==> src/hw/rtl/psqe_pkg.sv <==
// ----------------------------------------------------------------------------
// psqe_pkg
// Shared types, widths, register codes and constants of the packed
// symmetric equilibration core.
// ----------------------------------------------------------------------------
package psqe_pkg;

	// Field widths fixed by the beat formats.
	localparam int SCALE_W     = 32;
	localparam int ELEM_W      = 32;
	localparam int ORDER_W     = 7;
	localparam int SCOND_W     = 17;
	localparam int SCALE_IDX_W = 6;
	localparam int CFG_IDX_W   = 3;
	localparam int CFG_DATA_W  = 32;

	// Defaults for the top-level parameters.
	localparam int MAX_ORDER_DEF = 64;
	localparam int FRAC_BITS_DEF = 16;

	// scond is Q1.16; the test scond < 0.1 is done exactly as scond * 10 < 1.0.
	localparam int SCOND_PROD_W = SCOND_W + 4;
	localparam int SCOND_ONE    = 65536;
	localparam int SCOND_TENTH  = 10;

	// Register reset values.
	localparam logic [SCOND_W-1:0] SCOND_RST     = SCOND_W'(65536);
	localparam logic [31:0]        AMAX_RST      = 32'h0001_0000;
	localparam logic [31:0]        AMAX_LOW_RST  = 32'h0000_0001;
	localparam logic [31:0]        AMAX_HIGH_RST = 32'hFFFF_FFFF;

	// Configuration register indexes.
	typedef enum logic [CFG_IDX_W-1:0] {
		CFG_LOWER_MODE = 3'd0,
		CFG_ORDER      = 3'd1,
		CFG_SCOND      = 3'd2,
		CFG_AMAX       = 3'd3,
		CFG_AMAX_LOW   = 3'd4,
		CFG_AMAX_HIGH  = 3'd5
	} cfg_reg_t;

	// Beat kinds on the input side.
	localparam logic REQ_SCALE = 1'b0;
	localparam logic REQ_ELEM  = 1'b1;

	// Sequencer states.
	typedef enum logic [2:0] {
		ST_IDLE,
		ST_MUL_P,
		ST_RND_P,
		ST_MUL_E,
		ST_DONE
	} state_t;

endpackage

==> src/hw/rtl/psqe_scale_mem.sv <==
// ----------------------------------------------------------------------------
// psqe_scale_mem
// Scale factor store: one write port, two registered read ports.
// ----------------------------------------------------------------------------
module psqe_scale_mem #(
	parameter int DEPTH = psqe_pkg::MAX_ORDER_DEF,
	parameter int AW    = (DEPTH > 1) ? $clog2(DEPTH) : 1
) (
	input  logic                          clk,
	input  logic                          wr_en,
	input  logic [AW-1:0]                 wr_addr,
	input  logic [psqe_pkg::SCALE_W-1:0]  wr_data,
	input  logic                          rd_en,
	input  logic [AW-1:0]                 rd_addr_a,
	input  logic [AW-1:0]                 rd_addr_b,
	output logic [psqe_pkg::SCALE_W-1:0]  rd_data_a,
	output logic [psqe_pkg::SCALE_W-1:0]  rd_data_b
);

	logic [psqe_pkg::SCALE_W-1:0] mem [DEPTH];

	always_ff @(posedge clk) begin
		if (wr_en) begin
			mem[wr_addr] <= wr_data;
		end
	end

	// Read data holds between reads so the arithmetic behind it sees a stable value.
	always_ff @(posedge clk) begin
		if (rd_en) begin
			rd_data_a <= mem[rd_addr_a];
			rd_data_b <= mem[rd_addr_b];
		end
	end

endmodule

==> config.mk <==
export PLATFORM = sky130hd
export DESIGN_NAME = psqe_scale_mem
export DESIGN_NICKNAME = d
export VERILOG_FILES = /design/src/hw/rtl/psqe_pkg.sv /design/src/hw/rtl/psqe_scale_mem.sv
export SDC_FILE = /design/constraint.sdc
export NUM_CORES = 2
export LEC_CHECK = 0
export BUFFER_PORTS_ARGS = -buffer_cell sky130_fd_sc_hd__buf_2
export CORE_MARGIN = 8
export CORE_UTILIZATION = 60
export CTS_BUF_LIST = sky130_fd_sc_hd__clkbuf_4 sky130_fd_sc_hd__clkbuf_8
export CTS_CLUSTER_DIAMETER = 80
export DETAILED_ROUTE_END_ITERATION = 16
export PLACE_DENSITY_LB_ADDON = 0.15
export SLEW_MARGIN = 20
export SYNTH_ARGS = -nofsm -noshare
export SYNTH_HDL_FRONTEND = slang
export SYNTH_SLANG_ARGS = --single-unit
==> constraint.sdc <==
create_clock -name clk -period 4.8 [get_ports clk]
set_input_delay 0.96 -clock clk [delete_from_list [all_inputs] [get_ports clk]]
set_output_delay 0.96 -clock clk [all_outputs]
set_load 0.01 [all_outputs]
==> results.py <==
metrics = {
    "outcome": {
        "outcome": "complete, no violations",
    },
    "critical_path": {
        "slowest_stage": "nor2_1",
        "critical_path.cell_chain": "buf_8 > buf_12 > buf_4 > mux4_2 > mux2i_1 > a21oi_1 > nor2_1 > o22ai_1",
        "ff2ff_path_depth": 4,
        "critPathCaptureType": "register",
        "worst-setup-path-type": "primary input to register",
        "crit_required_ns": 5.54,
        "critical-path-top-delay-family": "buffers and inverters",
        "path_buf_inv": 3,
        "worst-path-stages": 8,
        "max_stage_delay_ns": 0.67,
        "critPathMaxFanout": 52,
        "arrival_ns": 4.06,
        "cp-start-kind": "primary input",
    },
    "cells_and_area": {
        "final_area_sq_um": 108000,
        "final_nets": 4842,
        "drive_above_1_share_pct": 41.9,
        "synthToLayoutAreaGrowth_pct": 11.7,
        "fin_cells": 7128,
        "fin_util_pct": 67.2,
    },
    "synth": {
        "synth-edff-count": 2112,
        "async_reset_ff_share_pct": 0,
        "yosys.area.top_type": "edfxtp_1",
        "syn_area_per_cell_sq_um": 21.8,
        "syn_area_sq_um": 96300,
        "synth-seq-cells": 2112,
        "synth-main-ff-cell": "edfxtp_1",
        "syn_nets": 4465,
        "synth_area_leaders": "edfxtp_1, mux4_2, mux2i_1",
        "synth_seq_area_share_pct": 65.9,
        "synth_top_area_share_pct": 65.9,
        "ys_warn_count": 0,
        "synth_cell_types": 37,
        "synth_cells": 4412,
    },
    "worst_hold_path": {
        "hold_path.class": "primary input to register",
        "min_path_cells": 1,
    },
    "die": {
        "die_h_um": 417,
        "rows": 147,
        "num_io_pins": 117,
        "die_area_sq_um": 174000,
        "die_w_um": 417,
        "start_util_pct": 60.2,
        "coreArea_sq_um": 160000,
    },
    "pwr": {
        "p_sw_mw": 9.07,
        "swShare_pct": 23.3,
        "combPwrFrac_pct": 8.5,
        "ir_drop_mv": 0.315,
        "p_leak_nw": 34.1,
        "seqPwrFrac_pct": 52.9,
        "clkPwrFrac_pct": 38.6,
        "p_int_mw": 29.9,
        "pwr_density_cell_nw_per_um2": 362,
        "totalPowerFinal_mw": 39.0,
    },
    "global_routing": {
        "grt_pass1_wl_mm": 403,
        "grt_max_degree": 86,
        "antenna_found_initial": 18,
        "grt-ovfl-total": 0,
        "track_usage_pct": 33.1,
        "grt_pass1_vias": 53986,
    },
    "clock_tree": {
        "holdBufCountCts": 0,
        "cts.sinks": 2112,
        "cts_repair_resize_count": 0,
        "htreeDepth": 5,
        "clk_pin_slew_ns": 0.06,
        "tritoncts": "yes",
        "cts_setup_buffers": 0,
        "clock_latency_ns": 1.06,
        "cts_buffers": 347,
        "cts_root_buf": "clkbuf_8",
        "cts_max_path_buffers": 4,
    },
    "drt": {
        "drc": 0,
        "drt.antenna.violating_nets": 0,
        "avgRoutedWirePerCell_um": 40.5,
        "drt-initial-drc-count": 7915,
        "drt_wl_total_mm": 288,
        "firstDrtPassIters": 6,
        "vias_per_cell": 7.53,
        "vias": 53695,
    },
    "sta": {
        "fmax_ghz": 0.301,
        "slew_headroom_pct": 23.1,
        "worst_pin_slew_ns": 1.15,
        "fin_tns_setup_ns": 0,
        "final_hold_viol_count": 0,
        "rsz0062_at_grt": "no",
        "slew_viol_final": 0,
        "post-route-min-period_ns": 3.32,
        "setup_viol": 0,
        "finClkSkew_ns": 0.0437,
        "period_share_pct": 69.2,
        "fin_ws_ns": 1.48,
        "hold_slack_ns": 0.436,
    },
    "place": {
        "gp_congestion": 0.849,
        "port_buffers": 116,
        "dpl-instance-area_sq_um": 101000,
        "dp_hpwl_mm": 168,
        "post-place-ws_ns": 0.619,
        "dp.cells": 6524,
    },
    "job": {
        "maxCapViolCount": 0,
    },
}
==> worst paths after layout <==
path | from | end | slack, ns
worst min-delay path | wr_data[12] | mem[50][12] | 0.44
worst min register to register | mem[36][11] | rd_data_a[11] | 0.95
worst max-delay path | rd_addr_a[2] | rd_data_a[14] | 1.48
worst max register to register | mem[23][14] | rd_data_b[14] | 2.13
==> power by group through the flow <==
| stage | sequential [mW] | combinational (mW) | clock (mW) |
|---|---|---|---|
| floorplan | 21.0 | 1.96 | 0 |
| global placement | 21.0 | 3.24 | 0 |
| detailed placement | 21.0 | 3.26 | 0 |
| CTS | 20.6 | 3.27 | 15.2 |
| global route | 20.6 | 3.46 | 15.9 |
| finish | 20.6 | 3.32 | 15.0 |
==> flip-flops by register name (all words and copies together), names as in the netlist <==
register / cells
mem: 2048
rd_data_a: 32
rd_data_b: 32
==> kinds of logic (layout without fill, tap and decap cells) <==
kind of cell / Yosys count / in the layout / share of synthesized area, %
flops: 2112 / 2112 / 65.9
compound gates: 340 / 340 / 2.38
other cells: 0 / 16 / 0
simple gates: 248 / 248 / 1.13
buf+inv: 348 / 962 / 1.81
mux: 1364 / 1364 / 28.8
==> cell usage in the layout, fill, tap and decap left out, types with 58 or more instances in the layout <==
master    instances
clkinv_1         93
buf_12           63
buf_2            82
mux2i_1         204
nand2_1          92
a21oi_1          58
clkbuf_8        353
buf_4           222
edfxtp_1       2112
clkbuf_4         95
mux4_2         1124
nor2_4           63
a22oi_1          85
==> synthesized netlist by cell type (all sizes together) (8+ instances only) <==
master,number
edfxtp,2112
mux4,1124
mux2i,204
a211oi,15
a32oi,9
o21ai,49
a221oi,13
nor2b,19
o221ai,16
o22ai,56
o32a,9
a22oi,85
o211ai,27
nand3,9
nand2b,8
mux2,36
clkbuf,135
nand2,93
nor2,94
buf,212
a21oi,58
==> metal layers <==
| layer | track usage (%) | wire (um) |
|---|---|---|
| met1 | 45.2 | 101000 |
| met2 | 50.0 | 134000 |
| met3 | 11.2 | 40800 |
| met4 | 12.6 | 12400 |
| met5 | 0.667 | 166 |
==> cell type report <==
type,count,area [sq um]
Sequential cell,2112,63400
Fill cell,10103,52400
Multi-Input combinational cell,1952,31600
Clock buffer,448,5570
Timing Repair Buffer,375,3470
Tap cell,2086,2610
Clock inverter,138,810
Antenna cell,16,40.0
Inverter,1,3.75
==> worst reg2reg max path: cells and delay by family, from the launching register on <==
family	cells	cell delay [ns]
mux	2	0.97
flops	1	0.39
compound gates	2	0.97
Power figures use the tool's default switching activity.
