===== src/hw/rtl/psqe_pkg.sv =====
// ----------------------------------------------------------------------------
// psqe_pkg
// Shared types, widths, register codes and constants of the packed
// symmetric equilibration core.
// ----------------------------------------------------------------------------
package psqe_pkg;

	// Field widths fixed by the beat formats.
	localparam int SCALE_W     = 32;
	localparam int ELEM_W      = 32;
	localparam int ORDER_W     = 7;
	localparam int SCOND_W     = 17;
	localparam int SCALE_IDX_W = 6;
	localparam int CFG_IDX_W   = 3;
	localparam int CFG_DATA_W  = 32;

	// Defaults for the top-level parameters.
	localparam int MAX_ORDER_DEF = 64;
	localparam int FRAC_BITS_DEF = 16;

	// scond is Q1.16; the test scond < 0.1 is done exactly as scond * 10 < 1.0.
	localparam int SCOND_PROD_W = SCOND_W + 4;
	localparam int SCOND_ONE    = 65536;
	localparam int SCOND_TENTH  = 10;

	// Register reset values.
	localparam logic [SCOND_W-1:0] SCOND_RST     = SCOND_W'(65536);
	localparam logic [31:0]        AMAX_RST      = 32'h0001_0000;
	localparam logic [31:0]        AMAX_LOW_RST  = 32'h0000_0001;
	localparam logic [31:0]        AMAX_HIGH_RST = 32'hFFFF_FFFF;

	// Configuration register indexes.
	typedef enum logic [CFG_IDX_W-1:0] {
		CFG_LOWER_MODE = 3'd0,
		CFG_ORDER      = 3'd1,
		CFG_SCOND      = 3'd2,
		CFG_AMAX       = 3'd3,
		CFG_AMAX_LOW   = 3'd4,
		CFG_AMAX_HIGH  = 3'd5
	} cfg_reg_t;

	// Beat kinds on the input side.
	localparam logic REQ_SCALE = 1'b0;
	localparam logic REQ_ELEM  = 1'b1;

	// Sequencer states.
	typedef enum logic [2:0] {
		ST_IDLE,
		ST_MUL_P,
		ST_RND_P,
		ST_MUL_E,
		ST_DONE
	} state_t;

endpackage


===== src/hw/rtl/psqe_pos.sv =====
// ----------------------------------------------------------------------------
// psqe_pos
// Row and column tracker for packed triangle order, upper or lower.
// ----------------------------------------------------------------------------
module psqe_pos #(
	parameter int MAX_ORDER = psqe_pkg::MAX_ORDER_DEF,
	parameter int CNT_LIM   = (MAX_ORDER < 128) ? MAX_ORDER : 128,
	parameter int CW        = (CNT_LIM > 1) ? $clog2(CNT_LIM) : 1
) (
	input  logic                          clk,
	input  logic                          arst_n,
	input  logic                          lower,
	input  logic [psqe_pkg::ORDER_W-1:0]  n,
	input  logic                          step,
	output logic [CW-1:0]                 pos_c,
	output logic [CW-1:0]                 pos_r,
	output logic                          pos_last
);

	logic [CW-1:0]                col_q, row_q;
	logic [CW-1:0]                col_nx, row_nx;
	logic [psqe_pkg::ORDER_W-1:0] c_ext, r_ext, nm1;
	logic                         bad;

	always_comb begin
		nm1 = n - 1'b1;
		// A position that does not fit the current order and mode restarts at the first one.
		bad = (psqe_pkg::ORDER_W'(col_q) >= n) || (psqe_pkg::ORDER_W'(row_q) >= n) ||
			(lower ? (row_q < col_q) : (row_q > col_q));
		pos_c = bad ? '0 : col_q;
		pos_r = bad ? '0 : row_q;
		c_ext = psqe_pkg::ORDER_W'(pos_c);
		r_ext = psqe_pkg::ORDER_W'(pos_r);
		pos_last = (c_ext == nm1) && (lower ? (r_ext == nm1) : (pos_r == pos_c));

		if (n == '0 || pos_last) begin
			col_nx = '0;
			row_nx = '0;
		end else if (lower) begin
			if (r_ext == nm1) begin
				col_nx = CW'(pos_c + 1'b1);
				row_nx = CW'(pos_c + 1'b1);
			end else begin
				col_nx = pos_c;
				row_nx = CW'(pos_r + 1'b1);
			end
		end else begin
			if (pos_r == pos_c) begin
				col_nx = CW'(pos_c + 1'b1);
				row_nx = '0;
			end else begin
				col_nx = pos_c;
				row_nx = CW'(pos_r + 1'b1);
			end
		end
	end

	always_ff @(posedge clk or negedge arst_n) begin
		if (!arst_n) begin
			col_q <= '0;
			row_q <= '0;
		end else if (step) begin
			col_q <= col_nx;
			row_q <= row_nx;
		end
	end

endmodule


===== config.mk =====
export PLATFORM = sky130hd
export DESIGN_NAME = psqe_pos
export DESIGN_NICKNAME = d
export VERILOG_FILES = /design/src/hw/rtl/psqe_pkg.sv /design/src/hw/rtl/psqe_pos.sv
export SDC_FILE = /design/constraint.sdc
export NUM_CORES = 1
export LEC_CHECK = 0
export BUFFER_PORTS_ARGS = -buffer_cell sky130_fd_sc_hd__buf_2
export CORE_MARGIN = 8
export CORE_UTILIZATION = 63
export DETAILED_ROUTE_END_ITERATION = 10
export HOLD_SLACK_MARGIN = 0.1
export PLACE_DENSITY = 0.86
export SLEW_MARGIN = 25
export SYNTH_ARGS = -nofsm -noshare
export SYNTH_HDL_FRONTEND = slang
export SYNTH_SLANG_ARGS = --single-unit

===== constraint.sdc =====
create_clock -name clk -period 6.95 [get_ports clk]
set_input_delay 0.695 -clock clk [delete_from_list [all_inputs] [get_ports clk]]
set_output_delay 0.695 -clock clk [all_outputs]
set_load 0.03 [all_outputs]

==> results by group <==
Placement
  • Dpl ws: 2.87 ns
  • Placer Congestion: 0.972
  • Post-DP Area: 1930 sq um
  • HPWL after DPL: 4.01 mm
  • Port Buf Inserts: 23
  • Placed cells: 273

Critical path
  • Worst EP arrival: 3.49 ns
  • Crit Path Max Fanout: 11
  • Data required time of the worst path: 6.25 ns
  • Crit Path Category: reg2out
  • Setup crit start kind: flip-flop
  • CP Capture Type: output port

Global routing
  • Vias in the first global route: 1794
  • Global-route wire length before repair: 8.21 mm
  • Initial antenna violation count: 0
  • Largest net degree at the start of global routing: 13
  • GRT overflow: 0
  • Total GRT Usage: 19.6%

Floorplanning
  • Starting Density: 66.5%
  • Full die area: 4930 sq um
  • Row Count: 19
  • I/O pin cnt: 24
  • Placeable core area: 2780 sq um
  • Die height: 70.2 microns
  • Chip width: 70.2 microns

Synth
  • Synthesized flop and latch total: 12
  • Sequential cell area fraction in the yosys report: 16.2%
  • Post-synth EDFFs: 0
  • Top cells by area, synth: dfrtp_1, ha_1, xnor2_1, inv_1, nor2_1
  • Ys Warns: 0
  • Mapped cell area: 1850 sq um
  • Ys async rst share: 100%
  • Unique cell type count in the Yosys netlist: 58
  • Mapped Nets: 261
  • Most frequent cell after synthesis: inv_1
  • Top cells by count, synth: inv_1, ha_1, nor2_1
  • Ys flop type: dfrtp_1
  • Largest area contributor in the netlist: dfrtp_1
  • Share of the synthesized area in the top cell type: 16.2%
  • Syn_area_per_cell: 8.12 sq um
  • Synthesized instance count: 228

Hold path
  • Hold Crit Class: in2async

Cells and area
  • Layout cells sized above 1: 15.9%
  • Fin nets: 280
  • Antenna diodes: 0
  • Filler instances: 221
  • Fin area: 1950 sq um
  • Post-layout util: 70.2%
  • Layout Cells excl Fill: 276
  • Layout area overhead: 5.54%

Drt
  • Via count: 1867
  • Initial DRC Count: 167
  • Final antenna-violating net count: 0
  • Total wire length: 5.04 mm
  • Post-DR vias/cell: 6.76
  • Residual DRC count: 0
  • Pre-antenna DRT Iters: 4
  • DR WL/cell: 18.3 microns

Timing
  • Max Clock Freq: 0.239 GHz
  • Fin. max-slew vios: 0
  • Final min period: 4.19 ns
  • Max_slew headroom: 47.7%
  • Hold Violations, Final: 0
  • Final worst slack: 2.76 ns
  • Worst-Margin Slew: 0.776 ns
  • Final setup vio count: 0
  • Worst hold margin: 0.293 ns
  • Post-Route Setup TNS: 0 ns
  • Clk_skew: 0.00146 ns
  • Unrepaired setup endpoints after global routing: false
  • Period Utilization, post-route: 60.3%

Clock network
  • Skew-Pair Late Insertion Delay: 0.27 ns
  • Num CTS Buffers: 3
  • CTS tree: done
  • Hold Buf Count CTS: 0
  • Clock root buffer: clkbuf_4
  • H-tree depth: 1
  • Post-CTS sizing: 0
  • # clock sinks: 12
  • Post-CTS setup buffers: 0
  • Clk buf depth: 2
  • Worst-path clk slew: 0.07 ns

Power
  • Worst IR drop on VDD: 0.319 mV
  • Tot Pwr: 686 uW
  • Leak: 0.959 nW
  • PwrDens: 351 nW/um^2

Status
  • Status: finished clean

Job
  • # Max-Cap Violations: 0
-- kinds of logic (layout without fill, tap and decap cells) --
family,Yosys count,in the layout,share of synthesized area [%]
AOI/OAI and AO/OA,57,57,24.4
buffers and inverters,32,49,8.65
DFF,12,12,16.2
and+or+nand+nor,79,79,23.1
adders and majority gates,22,22,14.9
muxes,6,6,3.31
xor gates and xnor gates,20,20,9.47
-- state kept, by name (all words and copies together) (netlist names) --
signal  flops
col_q       6
row_q       6
-- metal layers --
metal	global-route usage (%)	wire [microns]
met5	0	0
met4	9.38	145
met3	3.11	457
met2	32.5	2370
met1	24.1	2070
-- critical path, cell delays in order, from the launching register on --
cell	delay [ns]
dfrtp_1	0.57
inv_1	0.14
ha_1	0.35
and3_1	0.17
o21ai_0	0.25
a311o_1	0.26
o221a_2	0.23
nand2_1	0.26
o21ai_0	0.51
nand3_1	0.17
nor2_1	0.12
buf_2	0.20
-- layout by cell type, fill, tap and decap left out, drive strengths merged, types with 2 or more instances in the layout --
| master | count |
|---|---|
| inv | 23 |
| buf | 23 |
| ha | 22 |
| nor2 | 20 |
| xnor2 | 13 |
| o21ai | 13 |
| nand2 | 12 |
| dfrtp | 12 |
| nand3 | 10 |
| nor3 | 9 |
| xor2 | 7 |
| and3 | 7 |
| o31ai | 6 |
| nor2b | 5 |
| mux2i | 5 |
| a21oi | 5 |
| nor4 | 4 |
| a31oi | 4 |
| o32ai | 4 |
| clkbuf | 3 |
| a21o | 2 |
| and4 | 2 |
| nand2b | 2 |
| o221a | 2 |
| o2111ai | 2 |
| a22o | 2 |
| a211oi | 2 |
-- final timing paths --
| path | startpoint | endpoint | slack, ns | cells past startpoint |
|---|---|---|---|---|
| min | arst_n | row_q[2] | 0.29 | 1 |
| max in group asynchronous | arst_n | col_q[5] | 6.44 | 1 |
| min in group clk | row_q[0] | row_q[0] | 0.65 | 2 |
| max reg2reg | col_q[4] | row_q[4] | 3.36 | 13 |
| min reg2reg | row_q[0] | row_q[0] | 0.65 | 2 |
| max | col_q[4] | pos_last | 2.76 | 11 |
-- where the power goes --
group          leakage [nW]  switching, mW  internal, mW
combinational         0.782          0.340         0.175
clock                0.0138         0.0213        0.0200
sequential            0.163         0.0427        0.0871
total                 0.959          0.403         0.282
-- area by class of cell --
cell class / count / area (sq um) / area share (%)
Clock buffer: 3 / 22.5 / 1.15
Inverter: 23 / 86.3 / 4.42
Multi-Input combinational cell: 184 / 1390 / 71.2
Sequential cell: 12 / 300 / 15.4
Tap cell: 31 / 38.8 / 1.99
Timing Repair Buffer: 23 / 115 / 5.89
Note: power is estimated with default switching activity, not from simulation.
